<file path="src/rtl/two_level_priority_rr_scheduler_assert.svh">
// Assertion macros for the two-level priority round-robin scheduler.
`ifndef TWO_LEVEL_PRIORITY_RR_SCHEDULER_ASSERT_SVH
`define TWO_LEVEL_PRIORITY_RR_SCHEDULER_ASSERT_SVH
// Property a must imply b at the same edge.
`define TLPS_ASSERT_IMPL(label, a, b) \
   label: assert property (@(posedge clock) disable iff (reset) (a) |-> (b)) \
      else $error("assertion failed");
// Property a must imply b at the next edge.
`define TLPS_ASSERT_NEXT(label, a, b) \
   label: assert property (@(posedge clock) disable iff (reset) (a) |=> (b)) \
      else $error("assertion failed");
`endif

</file>
<file path="src/rtl/tlps_pkg.sv">
// Package with task record, status codes and shared constants of the scheduler.
package tlps_pkg;
   typedef struct packed {
      logic [15:0] left;
      logic [7:0]  prio;
      logic [7:0]  id;
   } task_type;

   localparam logic [1:0] ST_ACCEPT = 2'd0;
   localparam logic [1:0] ST_REJECT = 2'd1;
   localparam logic [1:0] ST_RAN    = 2'd2;
   localparam logic [1:0] ST_IDLE   = 2'd3;

   localparam logic OP_ARRIVE = 1'b0;
   localparam logic OP_TICK   = 1'b1;

   localparam logic [7:0] QUANTUM_RESET = 8'd4;

   typedef struct packed {
      logic [1:0] status;
      logic [7:0] running_id;
      logic       task_finished;
      logic       slice_expired;
      logic       preempted;
   } result_type;
endpackage

</file>
<file path="src/rtl/tlps_store.sv">
// Priority store: task memory with valid bits and a registered read port.
module tlps_store
   import tlps_pkg::*;
#(
   parameter int MAX_TASKS = 16,
   parameter int IW = (MAX_TASKS > 1) ? $clog2(MAX_TASKS) : 1
) (
   input  logic            clock,
   input  logic            reset,
   input  logic            wr_en,
   input  logic [IW-1:0]   wr_idx,
   input  task_type        wr_task,
   input  logic            clr_en,
   input  logic [IW-1:0]   clr_idx,
   input  logic            rd_en,
   input  logic [IW-1:0]   rd_idx,
   output task_type        rd_task,
   output logic [MAX_TASKS-1:0] valid
);
   task_type mem [MAX_TASKS];
   logic [MAX_TASKS-1:0] valid_ff;

   always_ff @(posedge clock) begin
      if (wr_en) begin
         mem[wr_idx] <= wr_task;
      end
      if (rd_en) begin
         rd_task <= mem[rd_idx];
      end
   end

   always_ff @(posedge clock) begin
      if (reset) begin
         valid_ff <= '0;
      end else begin
         if (wr_en) valid_ff[wr_idx] <= 1'b1;
         if (clr_en) valid_ff[clr_idx] <= 1'b0;
      end
   end

   assign valid = valid_ff;
endmodule

</file>
<file path="src/rtl/tlps_fifo.sv">
// Round-robin FIFO memory with head and count.
module tlps_fifo
   import tlps_pkg::*;
#(
   parameter int MAX_TASKS = 16,
   parameter int IW = (MAX_TASKS > 1) ? $clog2(MAX_TASKS) : 1,
   parameter int CW = $clog2(MAX_TASKS + 1)
) (
   input  logic     clock,
   input  logic     reset,
   input  logic     push,
   input  task_type push_task,
   input  logic     pop_rd,
   output task_type head_task,
   output logic [CW-1:0] count
);
   task_type mem [MAX_TASKS];
   logic [IW-1:0] head_ff, head_in;
   logic [CW-1:0] count_ff, count_in;
   logic [IW:0]   tail_sum;
   logic          do_push;

   assign do_push  = push && (count_ff < CW'(MAX_TASKS));
   assign tail_sum = {1'b0, head_ff} + (IW+1)'(count_ff);

   always_ff @(posedge clock) begin
      if (do_push) begin
         mem[IW'(tail_sum % (IW+1)'(MAX_TASKS))] <= push_task;
      end
      head_task <= mem[head_ff];
   end

   always_comb begin
      head_in  = head_ff;
      count_in = count_ff;
      if (pop_rd) begin
         head_in  = IW'(({1'b0, head_ff} + 1'b1) % (IW+1)'(MAX_TASKS));
         count_in = count_in - 1'b1;
      end
      if (do_push) count_in = count_in + 1'b1;
   end

   always_ff @(posedge clock) begin
      if (reset) begin
         head_ff  <= '0;
         count_ff <= '0;
      end else begin
         head_ff  <= head_in;
         count_ff <= count_in;
      end
   end

   assign count = count_ff;
endmodule

</file>
<file path="src/rtl/two_level_priority_rr_scheduler.sv">
// Top level of the two-level priority / round-robin task scheduler.
// Usage:
// - req_ channel carries one transaction per arrival or tick; tuser is op.
// - rsp_ channel returns exactly one result transaction per request.
// - csr_wr_en/csr_wr_data set quantum_length; write only while idle.
// Sequence: an arrival result follows the free slot search via valid bits
// plus the memory write (S_ARR, S_OUT); a tick result follows the
// sequential scan of the priority store memory, one entry a cycle,
// followed by the best entry read, the FIFO head decision and the task
// update (S_SCAN, S_RDB, S_LAST, S_DEC, S_RUN, S_OUT).
// One request is in flight at a time; req_tready rises again the cycle after
// the result transaction.
// Reset: store empty, FIFO empty, CPU idle, quantum 4; no clearing pass.
// A stalled rsp_tready holds the result; no new request is taken until
// the output register is free.
module two_level_priority_rr_scheduler
   import tlps_pkg::*;
#(
   parameter int MAX_TASKS = 16
) (
   input  logic        clock,
   input  logic        reset,
   input  logic        req_tvalid,
   output logic        req_tready,
   input  logic [31:0] req_tdata,   // task_id[7:0], task_priority[15:8], burst_length[31:16]
   input  logic        req_tuser,   // op
   output logic        rsp_tvalid,
   input  logic        rsp_tready,
   output logic [15:0] rsp_tdata,   // status[1:0], running_id[9:2], task_finished[10],
                                    // slice_expired[11], preempted[12], zero[15:13]
   input  logic        csr_wr_en,
   input  logic [7:0]  csr_wr_data
);
   `include "two_level_priority_rr_scheduler_assert.svh"

   localparam int IW = (MAX_TASKS > 1) ? $clog2(MAX_TASKS) : 1;
   localparam int CW = $clog2(MAX_TASKS + 1);

   localparam logic [3:0] S_IDLE  = 4'd0;
   localparam logic [3:0] S_ARR   = 4'd1;
   localparam logic [3:0] S_SCAN  = 4'd2;
   localparam logic [3:0] S_LAST  = 4'd3;
   localparam logic [3:0] S_RDB   = 4'd4;
   localparam logic [3:0] S_DEC   = 4'd5;
   localparam logic [3:0] S_RUN   = 4'd6;
   localparam logic [3:0] S_OUT   = 4'd7;

   logic [3:0]  state_ff, state_in;
   logic [7:0]  quantum_ff;
   logic [31:0] req_ff;
   logic [IW:0] scan_ff, scan_in;
   logic        best_ok_ff;
   logic [IW-1:0] best_ff;
   logic [15:0] best_key_ff;
   logic        rd_pend_ff;
   logic [IW-1:0] rd_pend_idx_ff;
   task_type    cur_ff;
   logic        busy_ff, from_pri_ff, from_rr_ff;
   logic [7:0]  slice_ff;
   logic [CW-1:0] pcount_ff;
   result_type  res_ff;
   logic        out_valid_ff;

   logic            st_wr, st_clr, st_rd;
   logic [IW-1:0]   st_wr_idx, st_clr_idx, st_rd_idx;
   task_type        st_wr_task, st_rd_task;
   logic [MAX_TASKS-1:0] st_valid;
   logic            ff_push, ff_pop;
   task_type        ff_push_task, ff_head;
   logic [CW-1:0]   ff_count;

   logic [IW-1:0] free_idx;
   logic          free_ok;

   tlps_store #(.MAX_TASKS(MAX_TASKS)) u_store (
      .clock(clock), .reset(reset),
      .wr_en(st_wr), .wr_idx(st_wr_idx), .wr_task(st_wr_task),
      .clr_en(st_clr), .clr_idx(st_clr_idx),
      .rd_en(st_rd), .rd_idx(st_rd_idx), .rd_task(st_rd_task),
      .valid(st_valid)
   );

   tlps_fifo #(.MAX_TASKS(MAX_TASKS)) u_fifo (
      .clock(clock), .reset(reset),
      .push(ff_push), .push_task(ff_push_task),
      .pop_rd(ff_pop), .head_task(ff_head), .count(ff_count)
   );

   always_comb begin
      free_ok  = 1'b0;
      free_idx = '0;
      for (int i = MAX_TASKS - 1; i >= 0; i--) begin
         if (!st_valid[i]) begin
            free_ok  = 1'b1;
            free_idx = IW'(i);
         end
      end
   end

   assign req_tready = (state_ff == S_IDLE) && !out_valid_ff;
   assign rsp_tvalid = out_valid_ff;
   assign rsp_tdata  = {3'b000, res_ff.preempted, res_ff.slice_expired,
                        res_ff.task_finished, res_ff.running_id, res_ff.status};

   // store read at scan address or chosen best slot
   assign st_rd     = (state_ff == S_SCAN) || (state_ff == S_LAST);
   assign st_rd_idx = (state_ff == S_LAST) ? best_ff : scan_ff[IW-1:0];

   // decision signals, valid in S_DEC (st_rd_task = best entry, ff_head = FIFO head)
   logic take_pri, take_rr, preempt;
   always_comb begin
      take_pri = 1'b0;
      take_rr  = 1'b0;
      preempt  = 1'b0;
      if (!busy_ff) begin
         take_pri = best_ok_ff;
         take_rr  = !best_ok_ff && (ff_count != '0);
      end else if (best_ok_ff) begin
         if (from_pri_ff) preempt = st_rd_task.prio < cur_ff.prio;
         else if (from_rr_ff) preempt = 1'b1;
         take_pri = preempt;
      end
   end

   always_comb begin
      st_wr      = (state_ff == S_ARR) && (req_ff[31:16] != 16'd0) && free_ok;
      st_wr_idx  = free_idx;
      st_wr_task = '{left: req_ff[31:16], prio: req_ff[15:8], id: req_ff[7:0]};
      st_clr     = (state_ff == S_DEC) && take_pri;
      st_clr_idx = best_ff;
      ff_pop     = (state_ff == S_DEC) && take_rr;
      ff_push    = ((state_ff == S_DEC) && preempt) ||
                   ((state_ff == S_RUN) && busy_ff && (cur_ff.left != 16'd1) &&
                    (slice_ff == 8'd1));
      ff_push_task = (state_ff == S_RUN) ?
                     task_type'{left: cur_ff.left - 16'd1, prio: cur_ff.prio,
                                id: cur_ff.id} : cur_ff;
   end

   always_comb begin
      state_in = state_ff;
      scan_in  = scan_ff;
      case (state_ff)
         S_IDLE: begin
            if (req_tvalid && req_tready) begin
               state_in = (req_tuser == OP_ARRIVE) ? S_ARR : S_SCAN;
               scan_in  = '0;
            end
         end
         S_ARR: state_in = S_OUT;
         S_SCAN: begin
            scan_in = scan_ff + 1'b1;
            if (scan_ff == (IW+1)'(MAX_TASKS - 1)) state_in = S_RDB;
         end
         S_RDB:  state_in = S_LAST;
         S_LAST: state_in = S_DEC;
         S_DEC:  state_in = S_RUN;
         S_RUN:  state_in = S_OUT;
         S_OUT:  state_in = S_IDLE;
         default: state_in = S_IDLE;
      endcase
   end

   // S_RDB exists to let the final scan read land before S_LAST reissues best read
   always_ff @(posedge clock) begin
      if (state_ff == S_IDLE && req_tvalid && req_tready) begin
         req_ff <= req_tdata;
      end
      if (state_ff == S_IDLE) begin
         best_ok_ff <= 1'b0;
         best_ff    <= '0;
         best_key_ff <= '0;
      end else if (rd_pend_ff && st_valid[rd_pend_idx_ff] &&
                   (state_ff == S_SCAN || state_ff == S_RDB)) begin
         if (!best_ok_ff || {st_rd_task.prio, st_rd_task.id} < best_key_ff) begin
            best_ok_ff  <= 1'b1;
            best_ff     <= rd_pend_idx_ff;
            best_key_ff <= {st_rd_task.prio, st_rd_task.id};
         end
      end
      rd_pend_idx_ff <= scan_ff[IW-1:0];
   end

   always_ff @(posedge clock) begin
      if (reset) begin
         state_ff     <= S_IDLE;
         scan_ff      <= '0;
         rd_pend_ff   <= 1'b0;
         quantum_ff   <= QUANTUM_RESET;
         busy_ff      <= 1'b0;
         from_pri_ff  <= 1'b0;
         from_rr_ff   <= 1'b0;
         slice_ff     <= QUANTUM_RESET;
         cur_ff       <= '0;
         pcount_ff    <= '0;
         out_valid_ff <= 1'b0;
         res_ff       <= '0;
      end else begin
         state_ff   <= state_in;
         scan_ff    <= scan_in;
         rd_pend_ff <= (state_ff == S_SCAN);
         if (csr_wr_en) quantum_ff <= csr_wr_data;
         if (out_valid_ff && rsp_tready) out_valid_ff <= 1'b0;
         if (st_wr) pcount_ff <= pcount_ff + 1'b1;
         if (st_clr) pcount_ff <= pcount_ff - 1'b1;
         if (state_ff == S_ARR) begin
            res_ff <= '{status: st_wr ? ST_ACCEPT : ST_REJECT, running_id: 8'd0,
                        task_finished: 1'b0, slice_expired: 1'b0, preempted: 1'b0};
         end
         if (state_ff == S_DEC) begin
            res_ff <= '{status: ST_IDLE, running_id: 8'd0, task_finished: 1'b0,
                        slice_expired: 1'b0, preempted: preempt};
            if (take_pri) begin
               cur_ff      <= st_rd_task;
               busy_ff     <= 1'b1;
               from_pri_ff <= 1'b1;
               from_rr_ff  <= 1'b0;
               slice_ff    <= quantum_ff;
            end else if (take_rr) begin
               cur_ff     <= ff_head;
               busy_ff    <= 1'b1;
               from_rr_ff <= 1'b1;
               slice_ff   <= quantum_ff;
            end
         end
         if (state_ff == S_RUN && busy_ff) begin
            res_ff.status     <= ST_RAN;
            res_ff.running_id <= cur_ff.id;
            cur_ff.left       <= cur_ff.left - 16'd1;
            slice_ff          <= slice_ff - 8'd1;
            if (cur_ff.left == 16'd1) begin
               res_ff.task_finished <= 1'b1;
               busy_ff     <= 1'b0;
               from_pri_ff <= 1'b0;
               from_rr_ff  <= 1'b0;
               slice_ff    <= quantum_ff;
            end else if (slice_ff == 8'd1) begin
               res_ff.slice_expired <= 1'b1;
               busy_ff     <= 1'b0;
               from_pri_ff <= 1'b0;
               from_rr_ff  <= 1'b0;
            end
         end
         if (state_ff == S_OUT) out_valid_ff <= 1'b1;
      end
   end

   `TLPS_ASSERT_IMPL(a_cnt_match, 1'b1, pcount_ff == CW'($countones(st_valid)))
   `TLPS_ASSERT_IMPL(a_src_excl, busy_ff, from_pri_ff != from_rr_ff)
   `TLPS_ASSERT_NEXT(a_rsp_hold, rsp_tvalid && !rsp_tready, rsp_tvalid && $stable(rsp_tdata))
   `TLPS_ASSERT_IMPL(a_no_take, rsp_tvalid, !req_tready)
endmodule

</file>
<file path="config.mk">
export PLATFORM = sky130hd
export DESIGN_NAME = two_level_priority_rr_scheduler
export DESIGN_NICKNAME = d
export VERILOG_FILES = /design/src/rtl/tlps_pkg.sv /design/src/rtl/tlps_store.sv /design/src/rtl/tlps_fifo.sv /design/src/rtl/two_level_priority_rr_scheduler.sv
export VERILOG_INCLUDE_DIRS = /design/src /design/src/rtl
export SDC_FILE = /design/constraint.sdc
export NUM_CORES = 2
export LEC_CHECK = 0
export BUFFER_PORTS_ARGS = -buffer_cell sky130_fd_sc_hd__buf_2
export CAP_MARGIN = 20
export CORE_MARGIN = 3
export CORE_UTILIZATION = 31
export DETAILED_ROUTE_END_ITERATION = 10
export PLACE_DENSITY = 0.48
export SYNTH_ARGS = -nofsm -noshare
export SYNTH_HDL_FRONTEND = slang
export SYNTH_SLANG_ARGS = --single-unit
</file>
<file path="constraint.sdc">
create_clock -name clock -period 6.9 [get_ports clock]
set_input_delay 0 -clock clock [delete_from_list [all_inputs] [get_ports clock]]
set_output_delay 0 -clock clock [all_outputs]
set_load 0.02 [all_outputs]
</file>
; ---- Word level (Yosys, flattened, before mapping)
; Memory sizes are Yosys's and may differ from the RTL's. A register that Yosys moved wholly into a read port is not among the register bits.
; Index checks and enable logic that the tools add are counted.
[word_totals]
ff_bits = 157
mem_bits_rw = 1024
inputBits = 46
n_memories = 2
[op_classes]
n_addsub = 7
n_lt_le_gt_ge = 8
n_eq_ne = 13
muxes = 96
n_bitwise = 3
reduce_logical = 42
[memory_table]
columns = name, depth, word_bits, rd, rd_ports_with_merged_regs, write_ports, line
row1 = u_fifo.mem, 16, 32, 1, 1, 1, tlps_fifo.sv:17  ; task_type mem [MAX_TASKS];
row2 = u_store.mem, 16, 32, 1, 1, 1, tlps_store.sv:20  ; task_type mem [MAX_TASKS];
[ops]
columns = op, n
row1 = two-way mux 32 bit, 4
row2 = two-way mux 4 bit, 19
row3 = two-way mux 16 bit, 4
row4 = two-way mux 1 bit, 52
row5 = two-way mux 8 bit, 5
row6 = two-way mux 13 bit, 2
row7 = case mux 4 bit (6 select lines), 1
row8 = logical AND 1 bit, 19
row9 = bitwise AND 16 bit, 1
row10 = == test 16 x 1 -> 1 bit (second input constant), 1
row11 = == test 4 x 3 -> 1 bit (second input constant), 4
row12 = < comparator 16 bit, 1
row13 = inequality test 16 x 1 -> 1 bit (second input constant), 1
row14 = inverter 16 bit, 1
row15 = bitwise OR 16 bit, 1
row16 = nonzero test 16 bit, 1
row17 = subtractor 16 x 1 -> 16 bit (second input constant), 1
row18 = < comparator 4 x 5 -> 1 bit (second input constant), 3
row19 = two-way mux 5 bit, 3
row20 = two-way mux 12 bit, 1
row21 = adder 5 x 1 -> 5 bit (second input constant), 2
row22 = case mux 5 bit (2 select lines), 1
row23 = AND reduction 2 bit, 5
row24 = nonzero test 2 bit, 5
row25 = other kinds (21), 31

; ---- Logic depth before layout (Yosys ltp)
[depth]
ltp_word = 25
ltp_mapped = 10
mapped_depth_nobuf = 9

; ---- Modules after synthesis
; Synthesis repeated with hierarchy kept, for this count alone.
[hier_totals]
cells_unflattened = 2538
hier_area_um2 = 48034.8
[modules_own_cells]
columns = mod, n_inst, cells_per_inst, area_per_inst_um2, seq_area_each_um2
row1 = tlps_store, 1, 899, 20768.7, 16656.0
row2 = tlps_fifo, 1, 913, 20513.4, 16195.5
row3 = two_level_priority_rr_scheduler, 1, 726, 6752.7, 2942.8

; ---- Least setup slack after synthesis
; Ideal clock, no wire load.
[synth_timing]
path_type = register to register
startpoint = register cur_ff[13] in the netlist's numbering
endpoint = memory u_fifo.mem[0][0] in the netlist's numbering, enable pin
setup_time_ns = 0.502
arrival_ns = 5.135
path_slack_ns = 1.263
path_stages_with_launch = 10
n_path_buf = 1
synth_period_minus_slack_ns = 5.637
cell_sequence = dfxtp_1 -> inv_1 -> ha_1 -> a211o_1 -> a21oi_1 -> a211oi_1 -> or3_1 -> a21o_1 -> buf_2 -> nor4_1
[synth_via]
elab_chain_len = 9
[synth_lines]
columns = item, line
row1 = start: declaration, two_level_priority_rr_scheduler.sv:57  ; task_type cur_ff;
row2 = start signal: assignment, two_level_priority_rr_scheduler.sv:214  ; cur_ff <= st_rd_task;
row3 = start signal: assignment, two_level_priority_rr_scheduler.sv:220  ; cur_ff <= ff_head;
row4 = < comparator 8 bit, two_level_priority_rr_scheduler.sv:119  ; if (from_pri_ff) preempt = st_rd_task.prio < cur_ff.prio;
row5 = two-way mux 1 bit, two_level_priority_rr_scheduler.sv:119
row6 = two-way mux 1 bit, two_level_priority_rr_scheduler.sv:118  ; end else if (best_ok_ff) begin
row7 = two-way mux 1 bit, two_level_priority_rr_scheduler.sv:115  ; if (!busy_ff) begin
row8 = logical AND 1 bit, two_level_priority_rr_scheduler.sv:132  ; ff_push = ((state_ff == S_DEC) && preempt) ||
row9 = logical OR 1 bit, two_level_priority_rr_scheduler.sv:132
row10 = logical AND 1 bit, tlps_fifo.sv:23  ; assign do_push = push && (count_ff < CW'(MAX_TASKS));
row11 = two-way mux 1 bit, tlps_fifo.sv:27  ; if (do_push) begin
row12 = two-way mux 1 bit (implied by the code), tlps_fifo.sv:28  ; mem[IW'(tail_sum % (IW+1)'(MAX_TASKS))] <= push_task;
row13 = end: declaration, tlps_fifo.sv:17
; No other way between the ends.

; ---- Worst setup path after layout
[layout_timing]
startpoint = register cur_ff[15] in the netlist's numbering
endpoint = memory u_fifo.mem[3][29] in the netlist's numbering, enable pin
; The elaborated chain is that of the path after synthesis.

==> flow_summary.json <==
{
  "tightest_slew_ns": 1.12,
  "postCtsHoldBufs": 100,
  "grtUsageMet2": 0.252,
  "crit_buf_inv": 2,
  "vias_per_cell": 4.98,
  "report.final.setup_viol": 0,
  "cp_data_required_time_ns": 7.33,
  "fin_area_mm2": 0.0572,
  "track_usage": 0.156,
  "yosysTopAreaCell": "edfxtp_1",
  "dp_hpwl_mm": 69.9,
  "fin_setup_tns_ns": 0,
  "cp_slowest_cell": "nor2_4",
  "fin_util": 0.368,
  "h-tree-depth": 4,
  "crit_family": "simple AND/OR/NAND/NOR gates",
  "root_buffer": "clkbuf_16",
  "overflow": 0,
  "ctsResizeCount": 0,
  "p_sw_mw": 3.62,
  "p_comb_frac": 0.046,
  "finClkSkew_ns": 0.0301,
  "antenna_found_initial": 9,
  "grt_pass1_wl_mm": 188,
  "placed_area_mm2": 0.0519,
  "drcViolationCount": 0,
  "synth-edff-count": 1088,
  "dr.pass1.iters": 5,
  "drive_gt1_frac": 0.166,
  "ys_types": 68,
  "period_minus_slack_ns": 4.73,
  "fp.dieW_um": 403,
  "nNetsFinal": 3414,
  "crit_start": "cur_ff[15]$_SDFFE_PP0P_",
  "start_util": 0.314,
  "power_frac_seq": 0.520,
  "post-route-period-util": 0.685,
  "cp-start-kind": "flop",
  "die_area_mm2": 0.162,
  "portBuffers": 60,
  "syn-cell-area_mm2": 0.0488,
  "finalHoldViolations": 0,
  "grt_pass1_vias": 27200,
  "area_delta_synth_final_pct": 17.2,
  "reg2reg_from": "cur_ff[15]$_SDFFE_PP0P_",
  "cts_sinks": 1244,
  "nFillCells": 14700,
  "clock_latency_ns": 0.75,
  "p_int_mw": 12.7,
  "hold_class": "input pin to flop",
  "regArea_mm2": 0.0358,
  "grt_max_degree": 161,
  "synth_seq_area_share": 0.733,
  "dpl.cell_count": 5137,
  "timing.slew.headroom": 0.252,
  "ys_ff_latch": 1244,
  "syn_inst": 3137,
  "crit_fanout": 19,
  "p_per_area_mw_per_mm2": 285,
  "multi_input_area_mm2": 0.0124,
  "post_cts_buffers": 0,
  "fp-row-count": 144,
  "clk_path_buf_depth": 3,
  "stdcell_count": 5484,
  "rsz0062_at_grt": "false",
  "synth_ff_type": "edfxtp_1",
  "netSwitchingFraction": 0.222,
  "detail_route.iter0.violations": 2270,
  "holdWs_ns": 0.225,
  "drt_wl_total_mm": 127,
  "rrSetupSlack_ns": 2.17,
  "arrival_ns": 5.16,
  "p_clk_frac": 0.434,
  "ir_drop_uv": 166,
  "cap_violations": 0,
  "path_cells": "inv_1, ha_1, a211oi_1, nor2_1, or3_1, a21oi_1, nand3_1, nor2_4, buf_4",
  "busiest_layer": "met2",
  "cts_tree": "yes",
  "io_pins": 64,
  "synth_top_area_share": 0.669,
  "synth.area.top_cells": "edfxtp_1, mux4_2, dfxtp_1",
  "cts_buffers": 137,
  "drv_slew": 0,
  "critPathCaptureType": "flop",
  "synth.avg_cell_area_um2": 15.6,
  "hold_start": "csr_wr_en",
  "postRouteAntennaNets": 0,
  "clk_pin_slew_worst_paths_ns": 0.06,
  "grtUsageMet1": 0.219,
  "ys_warn_count": 0,
  "timing_worst_setup_path_type": "flop to flop",
  "async_flop_share": 0,
  "met3_usage": 0.0233,
  "die_h_um": 403,
  "via_count": 27300,
  "gp_congestion": 0.759,
  "drt-wirelength-per-cell_um": 23.2,
  "core_mm2": 0.155,
  "fmax_ghz": 0.212,
  "p_leak_nw": 18.8,
  "max_stage_delay_ns": 0.88,
  "outcome": "finished clean"
}
[area by class of cell]
cell class / instances / share of cell area
multi-input combinational: 1663 / 0.216
tap: 2044 / 0.0447
sequential: 1244 / 0.626
clock buffer: 181 / 0.0651
timing repair buffer: 245 / 0.0347
antenna: 1 / 0.0000437
clock inverter: 64 / 0.0106
inverter: 42 / 0.00275
[cells in the final DEF (no fill, tap or decap), types with 7 or more instances in the layout]
cell type      Yosys  layout
clkbuf_1         135      34
inv_1             42      41
o21a_1             8       8
mux4_2           165     165
dlygate4sd3_1      0     100
ha_1              34      34
o221ai_1          33      33
nand4_1            9       9
o21ai_0           91      90
xnor2_1           16      12
buf_2             28      59
mux2_2            16      15
clkinv_1           0      21
dfxtp_1          156     152
mux2i_1           49      48
a21oi_1           56      55
nor3_1            42      31
nand3_1           94      94
clkbuf_8           0       7
a211oi_1          89      89
bufinv_16          0       9
and2_1            66      66
a31oi_1           68      68
nand2_1          514     514
nor3_2             3      13
nor4_1            25      17
nor2_4             0      14
xor2_1            11      11
clkinv_2           0      19
clkbuf_16          0     140
nor4_2             1       9
edfxtp_1        1088    1088
nand2b_1          10      10
nor2_1           131     117
buf_4              6      82
a22oi_1           33      33
[state kept, by name, summed over array words and instances, names as in the netlist, 4 cells and up]
name / cells
u_fifo.mem: 512
u_store.mem: 512
cur_ff: 32
req_ff: 32
u_fifo.head_task: 32
u_store.rd_task: 32
best_key_ff: 16
u_store.valid: 16
rsp_tdata: 13
quantum_ff: 8
slice_ff: 8
scan_ff: 5
u_fifo.count: 5
best_ff: 4
rd_pend_idx_ff: 4
u_fifo.head_ff: 4
[per-stage QoR]
stage / worst slack, ns / total power [mW]
3_3_place_gp: 2.20 / 9.37
4_1_cts: 2.09 / 16.6
3_5_place_dp: 2.11 / 9.38
6_report: 2.17 / 16.3
2_1_floorplan: 1.26 / 9.01
5_1_grt: 1.83 / 16.9
[layer usage]
metal  vias to the layer above  part of all wire  routed length [um]
met2                       600              0.48               60700
met3                       164             0.043                5500
met4                         2             0.020                2520
met1                     14100              0.46               58500
li1                      12500                 -                   -
met5                         -           0.00010                  13
[power groups by stage]
stage                     registers, mW  logic, mW  clock network, mW
after floorplan                    8.55      0.457                  0
after global routing               8.51      0.843               7.58
after detailed placement           8.66      0.721                  0
after global placement             8.65      0.719                  0
after CTS                          8.50      0.770               7.29
final                              8.50      0.755               7.08
[cells in the mapped netlist (7+ instances only)]
library cell,count
nand2_1,514
buf_2,28
xnor2_1,16
a211oi_1,89
o21ai_0,91
mux2i_1,49
nand2b_1,10
xor2_1,11
o21a_1,8
nand3_1,94
nor2_1,131
nor3_1,42
a22oi_1,33
nor3b_1,7
mux4_2,165
and2_1,66
mux2_2,16
o221ai_1,33
edfxtp_1,1088
a21oi_1,56
buf_1,19
clkbuf_1,135
inv_1,42
nor4_1,25
ha_1,34
a31oi_1,68
nand4_1,9
dfxtp_1,156
[worst min-delay path, cell delays in order]
cell and delay (ns):
buf_2 0.23, a211o_1 0.16, dlygate4sd3_1 0.54
[worst paths after layout]
check / cells past startpoint / to
min reg2reg: 0 / rd_pend_idx_ff[3]$_DFF_P_
max reg2reg: 9 / u_fifo.mem[3][29]$_DFFE_PP_
max: 9 / u_fifo.mem[3][29]$_DFFE_PP_
min: 3 / quantum_ff[2]$_SDFFE_PP1P_
[kinds of logic after synthesis]
logic type | count (synthesis) | synth area share
flip-flops | 1244 | 0.733
AND/OR/NAND/NOR | 937 | 0.0848
buffers and inverters | 232 | 0.0193
XOR/XNOR | 27 | 0.00484
other | 1 | 0.0000768
AO/OA/AOI/OAI | 431 | 0.0586
adder cells (fa/ha/maj) | 35 | 0.00913
multiplexers | 230 | 0.0899
(Power assumes the default switching activity.)
